File: config.mk
export PLATFORM = sky130hd
export DESIGN_NAME = serial_bank_switch_mapper_core
export DESIGN_NICKNAME = d
export VERILOG_FILES = /design/src/sv/sbsm_pkg.sv /design/src/sv/serial_bank_switch_mapper_core.sv /design/src/sv/sbsm_step.sv
export SDC_FILE = /design/constraint.sdc
export NUM_CORES = 1
export LEC_CHECK = 0
export BUFFER_PORTS_ARGS = -buffer_cell sky130_fd_sc_hd__buf_4
export CAP_MARGIN = 25
export CORE_ASPECT_RATIO = 0.75
export CORE_UTILIZATION = 53
export CTS_CLUSTER_SIZE = 30
export DETAILED_ROUTE_END_ITERATION = 12
export PLACE_DENSITY = 0.8
export SLEW_MARGIN = 20
export SYNTH_ARGS = -nofsm -noshare
export SYNTH_HDL_FRONTEND = slang
export SYNTH_HIERARCHICAL = 1
export SYNTH_SLANG_ARGS = --single-unit
File: constraint.sdc
create_clock -name clk -period 2.8 [get_ports clk]
set_input_delay 0.56 -clock clk [delete_from_list [all_inputs] [get_ports clk]]
set_output_delay 0.56 -clock clk [all_outputs]
set_load 0.01 [all_outputs]
File: src/sv/sbsm_pkg.sv
// shared types and constants for the serial bank switch mapper
// no dependencies; imported by sbsm_step and serial_bank_switch_mapper_core
package sbsm_pkg;

  // configuration register indexes
  localparam logic [1:0] CFG_HIGH_PRG_EN   = 2'd0;
  localparam logic [1:0] CFG_SRAM_MASK     = 2'd1;
  localparam logic [1:0] CFG_RAM_EN_CTRL   = 2'd2;
  localparam logic [1:0] CFG_RAM_EN_AT_RST = 2'd3;

  // target register chosen by address bits 14:13
  localparam logic [1:0] SEL_CONTROL = 2'd0;
  localparam logic [1:0] SEL_CHR0    = 2'd1;
  localparam logic [1:0] SEL_CHR1    = 2'd2;
  localparam logic [1:0] SEL_PRG     = 2'd3;

  localparam logic [4:0] CONTROL_RESET = 5'h0C;
  localparam logic [4:0] SRAM_MASK_HI  = 5'h08;
  localparam logic [4:0] SRAM_MASK_ALL = 5'h18;
  localparam logic [1:0] HOLDOFF_LOAD  = 2'd3;
  localparam logic [2:0] SHIFT_LAST    = 3'd4;
  localparam logic       OP_WRITE      = 1'b0;

  typedef struct packed {
    logic        op;
    logic [15:0] address;
    logic [7:0]  value;
  } sbsm_in_t;

  typedef struct packed {
    logic [4:0] prg_bank_low;
    logic [4:0] prg_bank_high;
    logic [4:0] chr_bank_low;
    logic [4:0] chr_bank_high;
    logic [1:0] mirroring;
    logic [1:0] sram_bank;
    logic       ram_enabled;
    logic       write_ignored;
  } sbsm_out_t;

  typedef struct packed {
    logic       high_prg_bit_enable;
    logic [4:0] sram_bank_mask;
    logic       ram_enable_control;
    logic       ram_enable_at_reset;
  } sbsm_cfg_t;

  typedef struct packed {
    logic [4:0] shift_value;
    logic [2:0] shift_count;
    logic [4:0] control_reg;
    logic [4:0] chr_reg_zero;
    logic [4:0] chr_reg_one;
    logic [4:0] prg_reg;
    logic       high_prg_bit;
    logic [1:0] sram_bank_reg;
    logic       ram_enable_reg;
    logic [1:0] holdoff_count;
  } sbsm_state_t;

endpackage

File: src/sv/serial_bank_switch_mapper_core.sv
// serial-loaded bank switch mapper, top level
// depends on sbsm_pkg and sbsm_step
//
// Each input transfer is a cpu write into mapper space or one cpu clock tick,
// and each gives exactly one result transfer carrying the prg and chr bank
// numbers, mirroring, sram bank, prg ram enable and a flag for a write dropped
// because it came within three ticks of the previous accepted write. The
// block takes one transfer per clock unless a result held by out_ready backs up
// into a full input register; a transfer lands in an input register, and the
// mapper state is updated and the mapping worked out as it moves into the result
// register. Both registers hold one transfer each, so a new input is still taken
// while a finished result waits on out_ready, as long as the input register is empty.
// Configuration writes land at once and are meant for idle periods only.
module serial_bank_switch_mapper_core (
  input  logic                clk,
  input  logic                rst_n,
  input  logic                in_valid,
  output logic                in_ready,
  input  sbsm_pkg::sbsm_in_t  in_data,
  output logic                out_valid,
  input  logic                out_ready,
  output sbsm_pkg::sbsm_out_t out_data,
  input  logic                cfg_we,
  input  logic [1:0]          cfg_index,
  input  logic [4:0]          cfg_wdata
);
  import sbsm_pkg::*;

  // mapper state after reset, with the straps at their reset values
  localparam sbsm_state_t STATE_RESET = '{
    shift_value:    5'd0,
    shift_count:    3'd0,
    control_reg:    CONTROL_RESET,
    chr_reg_zero:   5'd0,
    chr_reg_one:    5'd0,
    prg_reg:        5'd0,
    high_prg_bit:   1'b0,
    sram_bank_reg:  2'd0,
    ram_enable_reg: 1'b1,
    holdoff_count:  2'd0
  };

  // input stage
  logic        in_valid_r;
  sbsm_in_t    in_r;
  // result stage
  logic        out_valid_r;
  sbsm_out_t   out_r;
  // mapper state and straps
  sbsm_state_t state_r, state_nxt;
  sbsm_cfg_t   cfg_r;
  sbsm_out_t   res;
  logic        advance;
  logic        step_fire;

  // the result register frees when empty or drained this cycle
  assign advance   = !out_valid_r || out_ready;
  assign step_fire = in_valid_r && advance;
  assign in_ready  = !in_valid_r || advance;

  sbsm_step u_step (
    .cfg  (cfg_r),
    .cur  (state_r),
    .item (in_r),
    .nxt  (state_nxt),
    .res  (res)
  );

  // input register
  always_ff @(posedge clk) begin
    if (!rst_n) begin
      in_valid_r <= 1'b0;
    end else if (in_ready) begin
      in_valid_r <= in_valid;
    end
    if (in_ready && in_valid) in_r <= in_data;
  end

  // result register
  always_ff @(posedge clk) begin
    if (!rst_n) begin
      out_valid_r <= 1'b0;
    end else if (advance) begin
      out_valid_r <= in_valid_r;
    end
    if (step_fire) out_r <= res;
  end

  // straps and mapper state; strap writes also reload the bits that follow them
  always_ff @(posedge clk) begin
    if (!rst_n) begin
      cfg_r.high_prg_bit_enable <= 1'b0;
      cfg_r.sram_bank_mask      <= 5'd0;
      cfg_r.ram_enable_control  <= 1'b1;
      cfg_r.ram_enable_at_reset <= 1'b1;
      state_r                   <= STATE_RESET;
    end else if (cfg_we) begin
      unique case (cfg_index)
        CFG_HIGH_PRG_EN: begin
          cfg_r.high_prg_bit_enable <= cfg_wdata[0];
          state_r.high_prg_bit      <= cfg_wdata[0];
        end
        CFG_SRAM_MASK: begin
          cfg_r.sram_bank_mask <= cfg_wdata;
        end
        CFG_RAM_EN_CTRL: begin
          cfg_r.ram_enable_control <= cfg_wdata[0];
        end
        CFG_RAM_EN_AT_RST: begin
          cfg_r.ram_enable_at_reset <= cfg_wdata[0];
          state_r.ram_enable_reg    <= cfg_wdata[0];
        end
        default: begin
          cfg_r <= cfg_r;
        end
      endcase
    end else if (step_fire) begin
      state_r <= state_nxt;
    end
  end

  assign out_valid = out_valid_r;
  assign out_data  = out_r;

  // the shifter never holds more than four bits between commits
  a_shift_count_range: assert property (@(posedge clk) disable iff (!rst_n)
    state_r.shift_count <= SHIFT_LAST)
    else $error("shift count out of range");

  // an accepted write arms the hold-off window
  a_holdoff_armed: assert property (@(posedge clk) disable iff (!rst_n)
    step_fire && !cfg_we && in_r.op == OP_WRITE && !res.write_ignored
      |=> state_r.holdoff_count == HOLDOFF_LOAD)
    else $error("hold-off not loaded after accepted write");

  // a write is dropped only while the hold-off window is open
  a_ignore_in_window: assert property (@(posedge clk) disable iff (!rst_n)
    step_fire && res.write_ignored
      |-> state_r.holdoff_count != 2'd0 && in_r.op == OP_WRITE)
    else $error("write dropped outside hold-off window");

  // a stalled input stage keeps its transfer
  a_input_hold: assert property (@(posedge clk) disable iff (!rst_n)
    in_valid_r && !advance |=> in_valid_r && $stable(in_r))
    else $error("input stage lost a transfer");

endmodule

File: src/sv/sbsm_step.sv
// next-state and bank mapping logic for one write or tick
// depends on sbsm_pkg
module sbsm_step (
  input  sbsm_pkg::sbsm_cfg_t   cfg,
  input  sbsm_pkg::sbsm_state_t cur,
  input  sbsm_pkg::sbsm_in_t    item,
  output sbsm_pkg::sbsm_state_t nxt,
  output sbsm_pkg::sbsm_out_t   res
);
  import sbsm_pkg::*;

  logic [4:0] shifted;
  logic [4:0] sram_m;
  logic [4:0] sram_src;
  logic [4:0] hb;
  logic [4:0] p;
  logic [1:0] sel;
  logic       ignored;

  assign sel    = item.address[14:13];
  assign sram_m = (cfg.high_prg_bit_enable ? SRAM_MASK_HI : SRAM_MASK_ALL) & cfg.sram_bank_mask;
  assign shifted = cur.shift_value | (5'(item.value[0]) << cur.shift_count);

  always_comb begin
    nxt      = cur;
    ignored  = 1'b0;
    sram_src = cur.chr_reg_zero;
    if (item.op != OP_WRITE) begin
      if (cur.holdoff_count != 2'd0) nxt.holdoff_count = cur.holdoff_count - 2'd1;
    end else if (cur.holdoff_count != 2'd0) begin
      ignored = 1'b1;
    end else begin
      nxt.holdoff_count = HOLDOFF_LOAD;
      if (item.value[7]) begin
        // shifter reset: force 16k mode with fixed upper window
        nxt.control_reg = cur.control_reg | CONTROL_RESET;
        nxt.shift_value = '0;
        nxt.shift_count = '0;
      end else if (cur.shift_count != SHIFT_LAST) begin
        nxt.shift_value = shifted;
        nxt.shift_count = cur.shift_count + 3'd1;
      end else begin
        nxt.shift_value = '0;
        nxt.shift_count = '0;
        unique case (sel)
          SEL_CONTROL: begin
            nxt.control_reg = shifted;
          end
          SEL_CHR0: begin
            nxt.chr_reg_zero = shifted;
            sram_src = shifted;
            if (cfg.high_prg_bit_enable) nxt.high_prg_bit = shifted[4];
          end
          SEL_CHR1: begin
            nxt.chr_reg_one = shifted;
            sram_src = shifted;
            if (cfg.high_prg_bit_enable) nxt.high_prg_bit = shifted[4];
          end
          SEL_PRG: begin
            nxt.prg_reg = shifted;
            if (cfg.ram_enable_control) nxt.ram_enable_reg = ~shifted[4];
          end
          default: begin
            nxt.prg_reg = shifted;
          end
        endcase
        if (sel != SEL_PRG && sram_m != 5'd0) begin
          nxt.sram_bank_reg = 2'((sram_src & sram_m) >> 3);
        end
      end
    end
  end

  assign hb = {nxt.high_prg_bit, 4'd0};
  assign p  = {nxt.high_prg_bit, nxt.prg_reg[3:0]};

  always_comb begin
    res = '0;
    if (!nxt.control_reg[3]) begin
      res.prg_bank_low  = {p[4:1], 1'b0};
      res.prg_bank_high = {p[4:1], 1'b1};
    end else if (nxt.control_reg[2]) begin
      res.prg_bank_low  = p;
      res.prg_bank_high = hb | 5'h0F;
    end else begin
      res.prg_bank_low  = hb;
      res.prg_bank_high = p;
    end
    if (!nxt.control_reg[4]) begin
      res.chr_bank_low  = {nxt.chr_reg_zero[4:1], 1'b0};
      res.chr_bank_high = {nxt.chr_reg_zero[4:1], 1'b1};
    end else begin
      res.chr_bank_low  = nxt.chr_reg_zero;
      res.chr_bank_high = nxt.chr_reg_one;
    end
    res.mirroring     = nxt.control_reg[1:0];
    res.sram_bank     = nxt.sram_bank_reg;
    res.ram_enabled   = nxt.ram_enable_reg;
    res.write_ignored = ignored;
  end

endmodule

# [Yosys cells after proc, flatten, opt, wreduce, memory -nomap -nowiden]
# Cells that the tools add are included.
[op_classes] shifts=1 addsub=2 n_mux=32 bitwise=10 eq_ne=12 reduce_logical=24
[ops] cell="5-bit 2-to-1 mux" count=11
[ops] cell="24-bit 2-to-1 mux" count=2
[ops] cell="26-bit 2-to-1 mux" count=1
[ops] cell="19-bit 2-to-1 mux" count=1
[ops] cell="9-bit 2-to-1 mux" count=2
[ops] cell="2-bit AND reduction" count=7
[ops] cell="13-bit 2-to-1 mux" count=1
[ops] cell="5-bit bitwise AND" count=2
[ops] cell="1-bit 2-to-1 mux" count=9
[ops] cell="2-bit equality test (second input constant)" count=4
[ops] cell="8-bit 2-to-1 mux" count=1
[ops] cell="4-bit AND reduction" count=2
[ops] cell="1-bit NOT" count=7
[ops] cell="7-bit AND reduction" count=1
[ops] cell="2-bit 2-to-1 mux" count=3
[ops] cell="6-bit 2-to-1 mux" count=1
[ops] cell="2-bit by 1-bit != test with 1-bit output (second input constant)" count=3
[ops] cell="5-bit bitwise OR" count=1
[ops] cell="5-bit nonzero test" count=1
[ops] cell="1-bit by 3-bit << shifter with 5-bit output" count=1
[ops] cell="2-bit by 1-bit equality test with 1-bit output (second input constant)" count=2
[ops] cell="2-bit logical NOT" count=2
[ops] cell="2-bit != test (second input constant)" count=2
[ops] cell="2-bit nonzero test" count=2
[ops] cell="other kinds (7)" count=12
[word_totals] output_inout_bits=28 ff_bits=93 inputBits=37

# [Logic depth before layout (Yosys ltp)]
# Gate-level depths: netlist (run 1).
[depth] ltp_word=15 mapped_depth=10 depth_no_buf=8

# [Hierarchy]
# The synthesis (run 1) kept the hierarchy.
[by_module_without_submodules] module="serial_bank_switch_mapper_core" n_inst=1 cells_per_inst=239 seq_area_each_um2=2412.3 area_per_inst_um2=3230.6
[by_module_without_submodules] module="sbsm_step" n_inst=1 cells_per_inst=180 seq_area_each_um2=0.0 area_per_inst_um2=1147.4

# [Least setup slack after synthesis (run 1)]
# OpenSTA, ideal clock, no wires.
[synth_path] path_type="input-to-reg" startpoint="input port out_ready" endpoint="register out_r (netlist bit out_data[0]) (enable)" stages=2 setup_slack_ns=0.602 t_arrival_ns=1.787 cell_sequence="nor2b_4 nor2b_1"
[synth_via] elab_chain_len=2
[synth_lines] element="start: declaration" line_no="serial_bank_switch_mapper_core.sv:21" rtl="input logic out_ready,"
[synth_lines] element="1-bit logical OR" line_no="serial_bank_switch_mapper_core.sv:57" rtl="assign advance = !out_valid_r || out_ready;"
[synth_lines] element="1-bit logical AND" line_no="serial_bank_switch_mapper_core.sv:58" rtl="assign step_fire = in_valid_r && advance;"
[synth_lines] element="net step_fire" line_no="serial_bank_switch_mapper_core.sv:54" rtl="logic step_fire;"
[synth_lines] element="end signal: assignment" line_no="serial_bank_switch_mapper_core.sv:86" rtl="if (step_fire) out_r <= res;"
[synth_lines] element="end: declaration" line_no="serial_bank_switch_mapper_core.sv:48" rtl="sbsm_out_t out_r;"
# The timed path passes the listed nets, and every way through them passes these cells.
# A chain may end at the register's enable or synchronous reset.

==> impl_metrics.ini, run 1 <==
[clocking]
post-cts-setup-buffers = 0
postCtsResizedCells = 0
cts-htree-levels = 3
cts-root-to-sink-buffers = 2
cts-buffers-inserted = 9
cts.sinks = 70
clk_transition_reported_paths_ns = 0.07
cts_tree = done
post_cts_hold_buffer_count = 0
insertion_delay_ns = 0.36
root_buffer = sky130_fd_sc_hd__clkbuf_8

[layout]
post_layout_nets = 450
share_of_post_route_cells_with_drive_strength_above_1_pct = 19.7
post_layout_instance_area_um2 = 4050
final-instance-count-excl-fill = 493
diodes = 0
area.growth.synth_to_final_pct = 12.5
final_core_util_pct = 63.1

[global_routing]
grt_use_total_pct = 22.9
number_of_antenna_violations_at_the_first_check_in_global_routing = 0
first_pass_grt_wire_length_um = 12500
grt_start_max_net_pins = 40
grt_pass1_vias = 2573
globalRouteOverflowTotal = 0

[timing]
worst_pin_slew_ns = 0.724
finalHoldViolCount = 0
period_share_pct = 83.3
timing_max_transition_violations_final = 0
fin_worst_hold_slack_ns = 0.380
rsz0062_at_grt = false
max_freq_mhz = 428
worst_clock_skew_ns = 0.0102
timing.max_slew.rel_slack_pct = 51.7
final-setup-viol-count = 0
setup_tns_ns = 0
layout_setup_ws_ns = 0.466
fin_crit_ns = 2.33

[routing]
routed-wl-met3_um = 465
ant_nets = 0
drtPass1Iterations = 5
detail_route.wl_per_cell_um = 15.5
detail_route.drc_violations = 0
detailroute.wirelength.met2_um = 3560
wl_met1_um = 3520
drt_first_iter_violations = 255
viasPerCell = 5.60
postRouteWirelength_um = 7630
top_signal_layer_used = met4
via_count = 2760

[critical_path]
timing.critical_path.slowest_stage_cell = sky130_fd_sc_hd__or4_1
timing.critical_path.cells = inv_1 > ha_1 > and3b_1 > nand3_1 > or4_1 > nand4_1
critical_path_arrival_ns = 2.54
cp-start-kind = flop
end_kind = flop
critical_path.max_stage_delay_ns = 0.53
cp.required_ns = 3.01
critPathMaxFanout = 13
regToRegSetupSlack_ns = 0.47
worstSetupPathType = flop to flop

[placement]
place_worst_setup_slack_ns = 0.546
place_inst = 477
detailedPlacementHpwl_um = 5210
numPortBuffers = 42
instance_area_after_placement_um2 = 3850
gp_congestion = 0.863

[power_and_ir_drop]
power_leakage_nw = 1.53
worst_ir_drop_vdd_uv = 309
power_per_cell_area_nw_per_um2 = 509
fin_total_pwr_mw = 2.06

[floorplanning]
fp-row-count = 25
die_height_um = 73.3
design.core.area_um2 = 6410
floorplan.die_area_um2 = 7120
die_width_um = 97.1
io_pins = 65
effective_utilization_at_floorplan_pct = 56.1

[yosys]
syn-instance-count = 381
post_synth.cell_area_avg_um2 = 9.44
syn-num-nets = 424
syn_area_um2 = 3600
yosys_warnings = 6

[worst_hold_path]
hold_class = input port to flop

[outcome]
outcome = finished clean

[flow_run]
max_cap_violations = 0
-- critical path, delay by kind of cell (launching register included) --
kind,cells,cell delay [ns]
adder cells (fa/ha/maj),1,0.25
buffers and inverters,1,0.16
flip-flops,1,0.40
AND/OR/NAND/NOR,4,1.37
-- registers in the layout, summed over array words and instances, names as in the netlist --
signal and cells:
cfg_r 4, in_r 5, in_valid_r 1, out_data 26
out_valid 1, state_r 33
-- report_power, final --
group	internal (mW)	leakage, nW	switching, mW	total, mW
Combinational	0.0697	0.835	0.0911	0.161
Clock	0.409	0.0923	0.380	0.789
Sequential	1.09	0.606	0.0174	1.11
Total	1.57	1.53	0.489	2.06
-- worst paths after layout --
path                     from            to  depth (start not counted)
hold / removal    in_data[22]      in_r[22]                          1
hold reg to reg    state_r[3]    state_r[3]                          2
setup reg to reg  state_r[26]  out_data[10]                          6
setup / recovery  state_r[26]  out_data[10]                          6
-- layout make-up --
class | count | area (um^2)
multi-input cells | 263 | 1610
inverters | 15 | 56.3
clock buffers | 10 | 128
flip-flops and latches | 70 | 1710
well taps | 81 | 101
clock inverters | 6 | 63.8
repair buffers | 48 | 373
fillers | 509 | 2370
-- routing by layer --
layer	up-vias	track usage [%]
li1	1384	-
met1	1284	29.3
met2	82	37.5
met3	10	6.76
met4	0	7.96
met5	-	0
-- cells in the final DEF (no fill, tap or decap), types with 3 or more instances in the layout --
| cell | instances |
|---|---|
| sky130_fd_sc_hd__nand2_1 | 95 |
| sky130_fd_sc_hd__buf_4 | 47 |
| sky130_fd_sc_hd__dfxtp_1 | 39 |
| sky130_fd_sc_hd__edfxtp_1 | 31 |
| sky130_fd_sc_hd__a21boi_0 | 22 |
| sky130_fd_sc_hd__o21ai_0 | 19 |
| sky130_fd_sc_hd__inv_1 | 15 |
| sky130_fd_sc_hd__nand4_1 | 14 |
| sky130_fd_sc_hd__nor2_1 | 10 |
| sky130_fd_sc_hd__mux2i_1 | 9 |
| sky130_fd_sc_hd__clkbuf_8 | 9 |
| sky130_fd_sc_hd__o211ai_1 | 8 |
| sky130_fd_sc_hd__nand3_1 | 7 |
| sky130_fd_sc_hd__a21boi_1 | 7 |
| sky130_fd_sc_hd__a21oi_1 | 7 |
| sky130_fd_sc_hd__nor2b_1 | 6 |
| sky130_fd_sc_hd__ha_1 | 6 |
| sky130_fd_sc_hd__a211o_1 | 5 |
| sky130_fd_sc_hd__and2_1 | 3 |
| sky130_fd_sc_hd__mux2_2 | 3 |
Note: power is estimated with default switching activity, not from simulation.
==> inputs of run 2 (changes only) <==
Clock period 2.8 ns to 2.4 ns, I/O delays scaled along.
==> impl_metrics.ini, run 2 (synthesis results as in run 1) <==
[outcome]
outcome = finished clean

[layout]
area.growth.synth_to_final_pct = 13.6
layout_common_cells = sky130_fd_sc_hd__nand2_1, sky130_fd_sc_hd__buf_4, sky130_fd_sc_hd__dfxtp_1
layout.cells.most_common = sky130_fd_sc_hd__nand2_1
diodes = 0
top_register = state_r
post_layout_nets = 454
post_layout_instance_area_um2 = 4090
share_of_post_route_cells_with_drive_strength_above_1_pct = 20.4
largest_reg_flops = 33

[clocking]
post-cts-setup-buffers = 0
clk_transition_reported_paths_ns = 0.07
cts-htree-levels = 3
post_cts_hold_buffer_count = 0
cts.sinks = 70
insertion_delay_ns = 0.35
cts-root-to-sink-buffers = 2
postCtsResizedCells = 0
cts_tree = done
cts-buffers-inserted = 9
root_buffer = sky130_fd_sc_hd__clkbuf_8

[floorplanning]
effective_utilization_at_floorplan_pct = 56.1
io_pins = 65
die_width_um = 97.1
floorplan.die_area_um2 = 7120
fp-row-count = 25
design.core.area_um2 = 6410
die_height_um = 73.3

[timing]
worst_pin_slew_ns = 0.699
setup_tns_ns = 0
rsz0062_at_grt = false
max_freq_mhz = 445
fin_crit_ns = 2.25
timing.max_slew.rel_slack_pct = 53.2
timing_max_transition_violations_final = 0
finalHoldViolCount = 0
worst_clock_skew_ns = 0.00781
period_share_pct = 93.7
layout_setup_ws_ns = 0.151
final-setup-viol-count = 0

[flow_run]
max_cap_violations = 0

[routing]
detail_route.wl_per_cell_um = 15.4
viasPerCell = 5.71
via_count = 2836
drt_first_iter_violations = 214
drtPass1Iterations = 5
postRouteWirelength_um = 7650
detail_route.drc_violations = 0
ant_nets = 0

[critical_path]
critical_path_arrival_ns = 2.53
worstPathBufferInverterCount = 1
timing.critical_path.cells = inv_1 > ha_1 > and3b_1 > o2111ai_1 > a2111oi_1 > a21o_1 > nand2_1 > a21boi_1
end_kind = flop
worst_path_dominant_cell_family = compound AO/OA/AOI/OAI gates
cp-start-kind = flop
critPathMaxFanout = 9
critical_path.max_stage_delay_ns = 0.49
cp.required_ns = 2.68
regToRegSetupSlack_ns = 0.15
worstSetupPathType = flop to flop
timing.critical_path.slowest_stage_cell = sky130_fd_sc_hd__a2111oi_1

[global_routing]
grt_start_max_net_pins = 40
number_of_antenna_violations_at_the_first_check_in_global_routing = 0
grt_pass1_vias = 2629
globalRouteOverflowTotal = 0
first_pass_grt_wire_length_um = 12400
grt_use_total_pct = 22.7

[placement]
place_worst_setup_slack_ns = 0.204
numPortBuffers = 42
instance_area_after_placement_um2 = 3870
detailedPlacementHpwl_um = 5140
gp_congestion = 0.869

[power_and_ir_drop]
worst_ir_drop_vdd_uv = 370
power_per_cell_area_nw_per_um2 = 613
power_leakage_nw = 1.56

[worst_hold_path]
hold_class = input port to flop
run 2: cell types whose count changed in the layout (fill, tap and decap cells not counted):
cell                         previous run  this run
sky130_fd_sc_hd__buf_4                 47        52
sky130_fd_sc_hd__a2111oi_0              1         0
sky130_fd_sc_hd__a2111oi_1              0         1
sky130_fd_sc_hd__buf_12                 1         0
sky130_fd_sc_hd__bufinv_16              1         2
sky130_fd_sc_hd__clkinvlp_4             2         1
run 2: layout make-up:
class	instances	area, um^2
Sequential cell	70	1710
Timing Repair Buffer	52	390
Clock buffer	10	128
Tap cell	81	101
Fill cell	505	2330
Inverter	15	56.3
Multi-Input combinational cell	263	1610
Clock inverter	6	86.3
run 2: power by group:
part           switching (mW)  internal [mW]
combinational           0.108         0.0800
clock                   0.442          0.583
sequential             0.0194           1.27
run 2: metal layers:
metal	track usage, %	wire, um	vias up
met5	0	0	-
met4	8.96	93	0
met3	5.80	679	10
met2	37.9	3520	108
met1	28.5	3360	1322
li1	-	-	1396
run 2: worst paths after layout:
| path | start | to | depth (start not counted) |
|---|---|---|---|
| setup / recovery | state_r[27] | state_r[3] | 8 |
| hold reg to reg | state_r[6] | state_r[6] | 2 |
| setup reg to reg | state_r[27] | state_r[3] | 8 |
| hold / removal | in_data[7] | in_r[7] | 1 |
run 2: stage by stage:
step	cells	total power, mW	hold WS, ns	utilization [%]
after global routing	497	2.58	0.291	63.7
final	497	2.51	0.302	63.7
after floorplan	381	1.44	0.435	-
after detailed placement	481	1.51	0.456	60.4
after global placement	481	1.50	0.440	60.4
after CTS	497	2.53	0.289	63.7
==> inputs of run 3 (changes only) <==
Settings changed: CORE_UTILIZATION 53 to 35, PLACE_DENSITY 0.8 to 0.58.
==> impl_metrics.ini, run 3 (synthesis results as in run 1) <==
[layout]
diodes = 0
layout_common_cells = sky130_fd_sc_hd__nand2_1, sky130_fd_sc_hd__buf_4, sky130_fd_sc_hd__dfxtp_1
fillCellCount = 961
regArea_um2 = 1710
layout.cells.most_common = sky130_fd_sc_hd__nand2_1
largest_reg_flops = 33
top_register = state_r
post_layout_nets = 455
post_layout_instance_area_um2 = 4230
final-instance-count-excl-fill = 549
final_core_util_pct = 43.1
share_of_post_route_cells_with_drive_strength_above_1_pct = 20.6
area_occupied_by_multi_input_gates_um2 = 1610
area.growth.synth_to_final_pct = 17.7

[critical_path]
critical_path_arrival_ns = 2.46
timing.reg2reg.worst_path_depth = 8
worstPathBufferInverterCount = 1
critical_path.max_stage_delay_ns = 0.64
cp-startpoint = state_r[27]
worstReg2RegEnd = state_r[3]
worstSetupPathType = flop to flop
worst_path_dominant_cell_family = compound AO/OA/AOI/OAI gates
critPathMaxFanout = 9
cp-endpoint = state_r[3]
timing.critical_path.slowest_stage_cell = sky130_fd_sc_hd__a2111oi_0
regToRegSetupSlack_ns = 0.20
cp_num_cells = 8
cp-start-kind = flop
end_kind = flop
cp.required_ns = 2.66
timing.critical_path.cells = inv_1 > ha_1 > and3b_1 > o2111ai_1 > a2111oi_0 > a21o_1 > nand2_1 > a21boi_1
critical_path.reg2reg.startpoint = state_r[27]

[floorplanning]
io_pins = 65
fp-row-count = 31
die_width_um = 119
design.core.area_um2 = 9810
floorplan.die_area_um2 = 10700
die_height_um = 89.8
effective_utilization_at_floorplan_pct = 36.6

[clocking]
cts.sinks = 70
cts-htree-levels = 3
cts_tree = done
post-cts-setup-buffers = 0
root_buffer = sky130_fd_sc_hd__clkbuf_16
post_cts_hold_buffer_count = 0
cts-root-to-sink-buffers = 2
cts-buffers-inserted = 9
insertion_delay_ns = 0.33
clk_transition_reported_paths_ns = 0.05
postCtsResizedCells = 0

[placement]
place_inst = 533
numPortBuffers = 42
detailedPlacementHpwl_um = 5420
instance_area_after_placement_um2 = 3940
place_worst_setup_slack_ns = 0.256
gp_congestion = 0.780

[routing]
ant_nets = 0
detailroute.wirelength.met2_um = 3500
viasPerCell = 5.07
via_count = 2781
drt_first_iter_violations = 190
top_signal_layer_used = met4
wl_met1_um = 3890
drtPass1Iterations = 4
routed-wl-met3_um = 425
detail_route.wl_per_cell_um = 14.5
postRouteWirelength_um = 7960
detail_route.drc_violations = 0

[timing]
timing.max_slew.rel_slack_pct = 52.5
worst_clock_skew_ns = 0.00463
rsz0062_at_grt = false
max_freq_mhz = 454
period_share_pct = 91.8
setup_tns_ns = 0
worst_pin_slew_ns = 0.712
fin_worst_hold_slack_ns = 0.325
timing_max_transition_violations_final = 0
layout_setup_ws_ns = 0.197
finalHoldViolCount = 0
final-setup-viol-count = 0
fin_crit_ns = 2.20

[global_routing]
grt_pass1_vias = 2492
globalRouteOverflowTotal = 0
grt_use_total_pct = 15.8
number_of_antenna_violations_at_the_first_check_in_global_routing = 0
first_pass_grt_wire_length_um = 12800
grt_start_max_net_pins = 40

[power_and_ir_drop]
power_leakage_nw = 1.60
worst_ir_drop_vdd_uv = 443
fin_total_pwr_mw = 2.77
power_per_cell_area_nw_per_um2 = 653

[outcome]
outcome = finished clean

[worst_hold_path]
hold_class = input port to flop

[flow_run]
max_cap_violations = 0
run 3: power by group:
part | total, mW | switching, mW | internal [mW]
Sequential | 1.30 | 0.0189 | 1.28
Combinational | 0.188 | 0.108 | 0.0801
Clock | 1.28 | 0.487 | 0.795
run 3: worst reg2reg max path, cell delays in order, from the launching register on:
cell and delay, ns:
sky130_fd_sc_hd__dfxtp_1 0.38, sky130_fd_sc_hd__inv_1 0.11, sky130_fd_sc_hd__ha_1 0.24, sky130_fd_sc_hd__and3b_1 0.27, sky130_fd_sc_hd__o2111ai_1 0.15, sky130_fd_sc_hd__a2111oi_0 0.64
sky130_fd_sc_hd__a21o_1 0.16, sky130_fd_sc_hd__nand2_1 0.05, sky130_fd_sc_hd__a21boi_1 0.13
run 3: how the worst min path moves through the flow:
stage,from,endpoint,slack (ns),depth (start not counted)
after floorplan,state_r[8],state_r[8],0.43,2
after global placement,state_r[8],state_r[8],0.44,2
after detailed placement,state_r[6],state_r[6],0.45,2
after CTS,in_data[7],in_r[7],0.32,1
after global routing,in_data[7],in_r[7],0.31,1
final,in_data[0],in_r[0],0.32,1
run 3: area by class of cell:
class	count	share of cell area, %
Tap cell	132	3.90
Multi-Input combinational cell	263	38.1
Timing Repair Buffer	53	9.40
Inverter	15	1.33
Clock buffer	9	5.32
Sequential cell	70	40.4
Clock inverter	7	1.54
run 3: metal layers:
layer,GRT usage (%),vias up
li1,-,1399
met1,21.6,1302
met2,23.6,71
met3,3.87,9
met4,7.17,0
met5,0,-
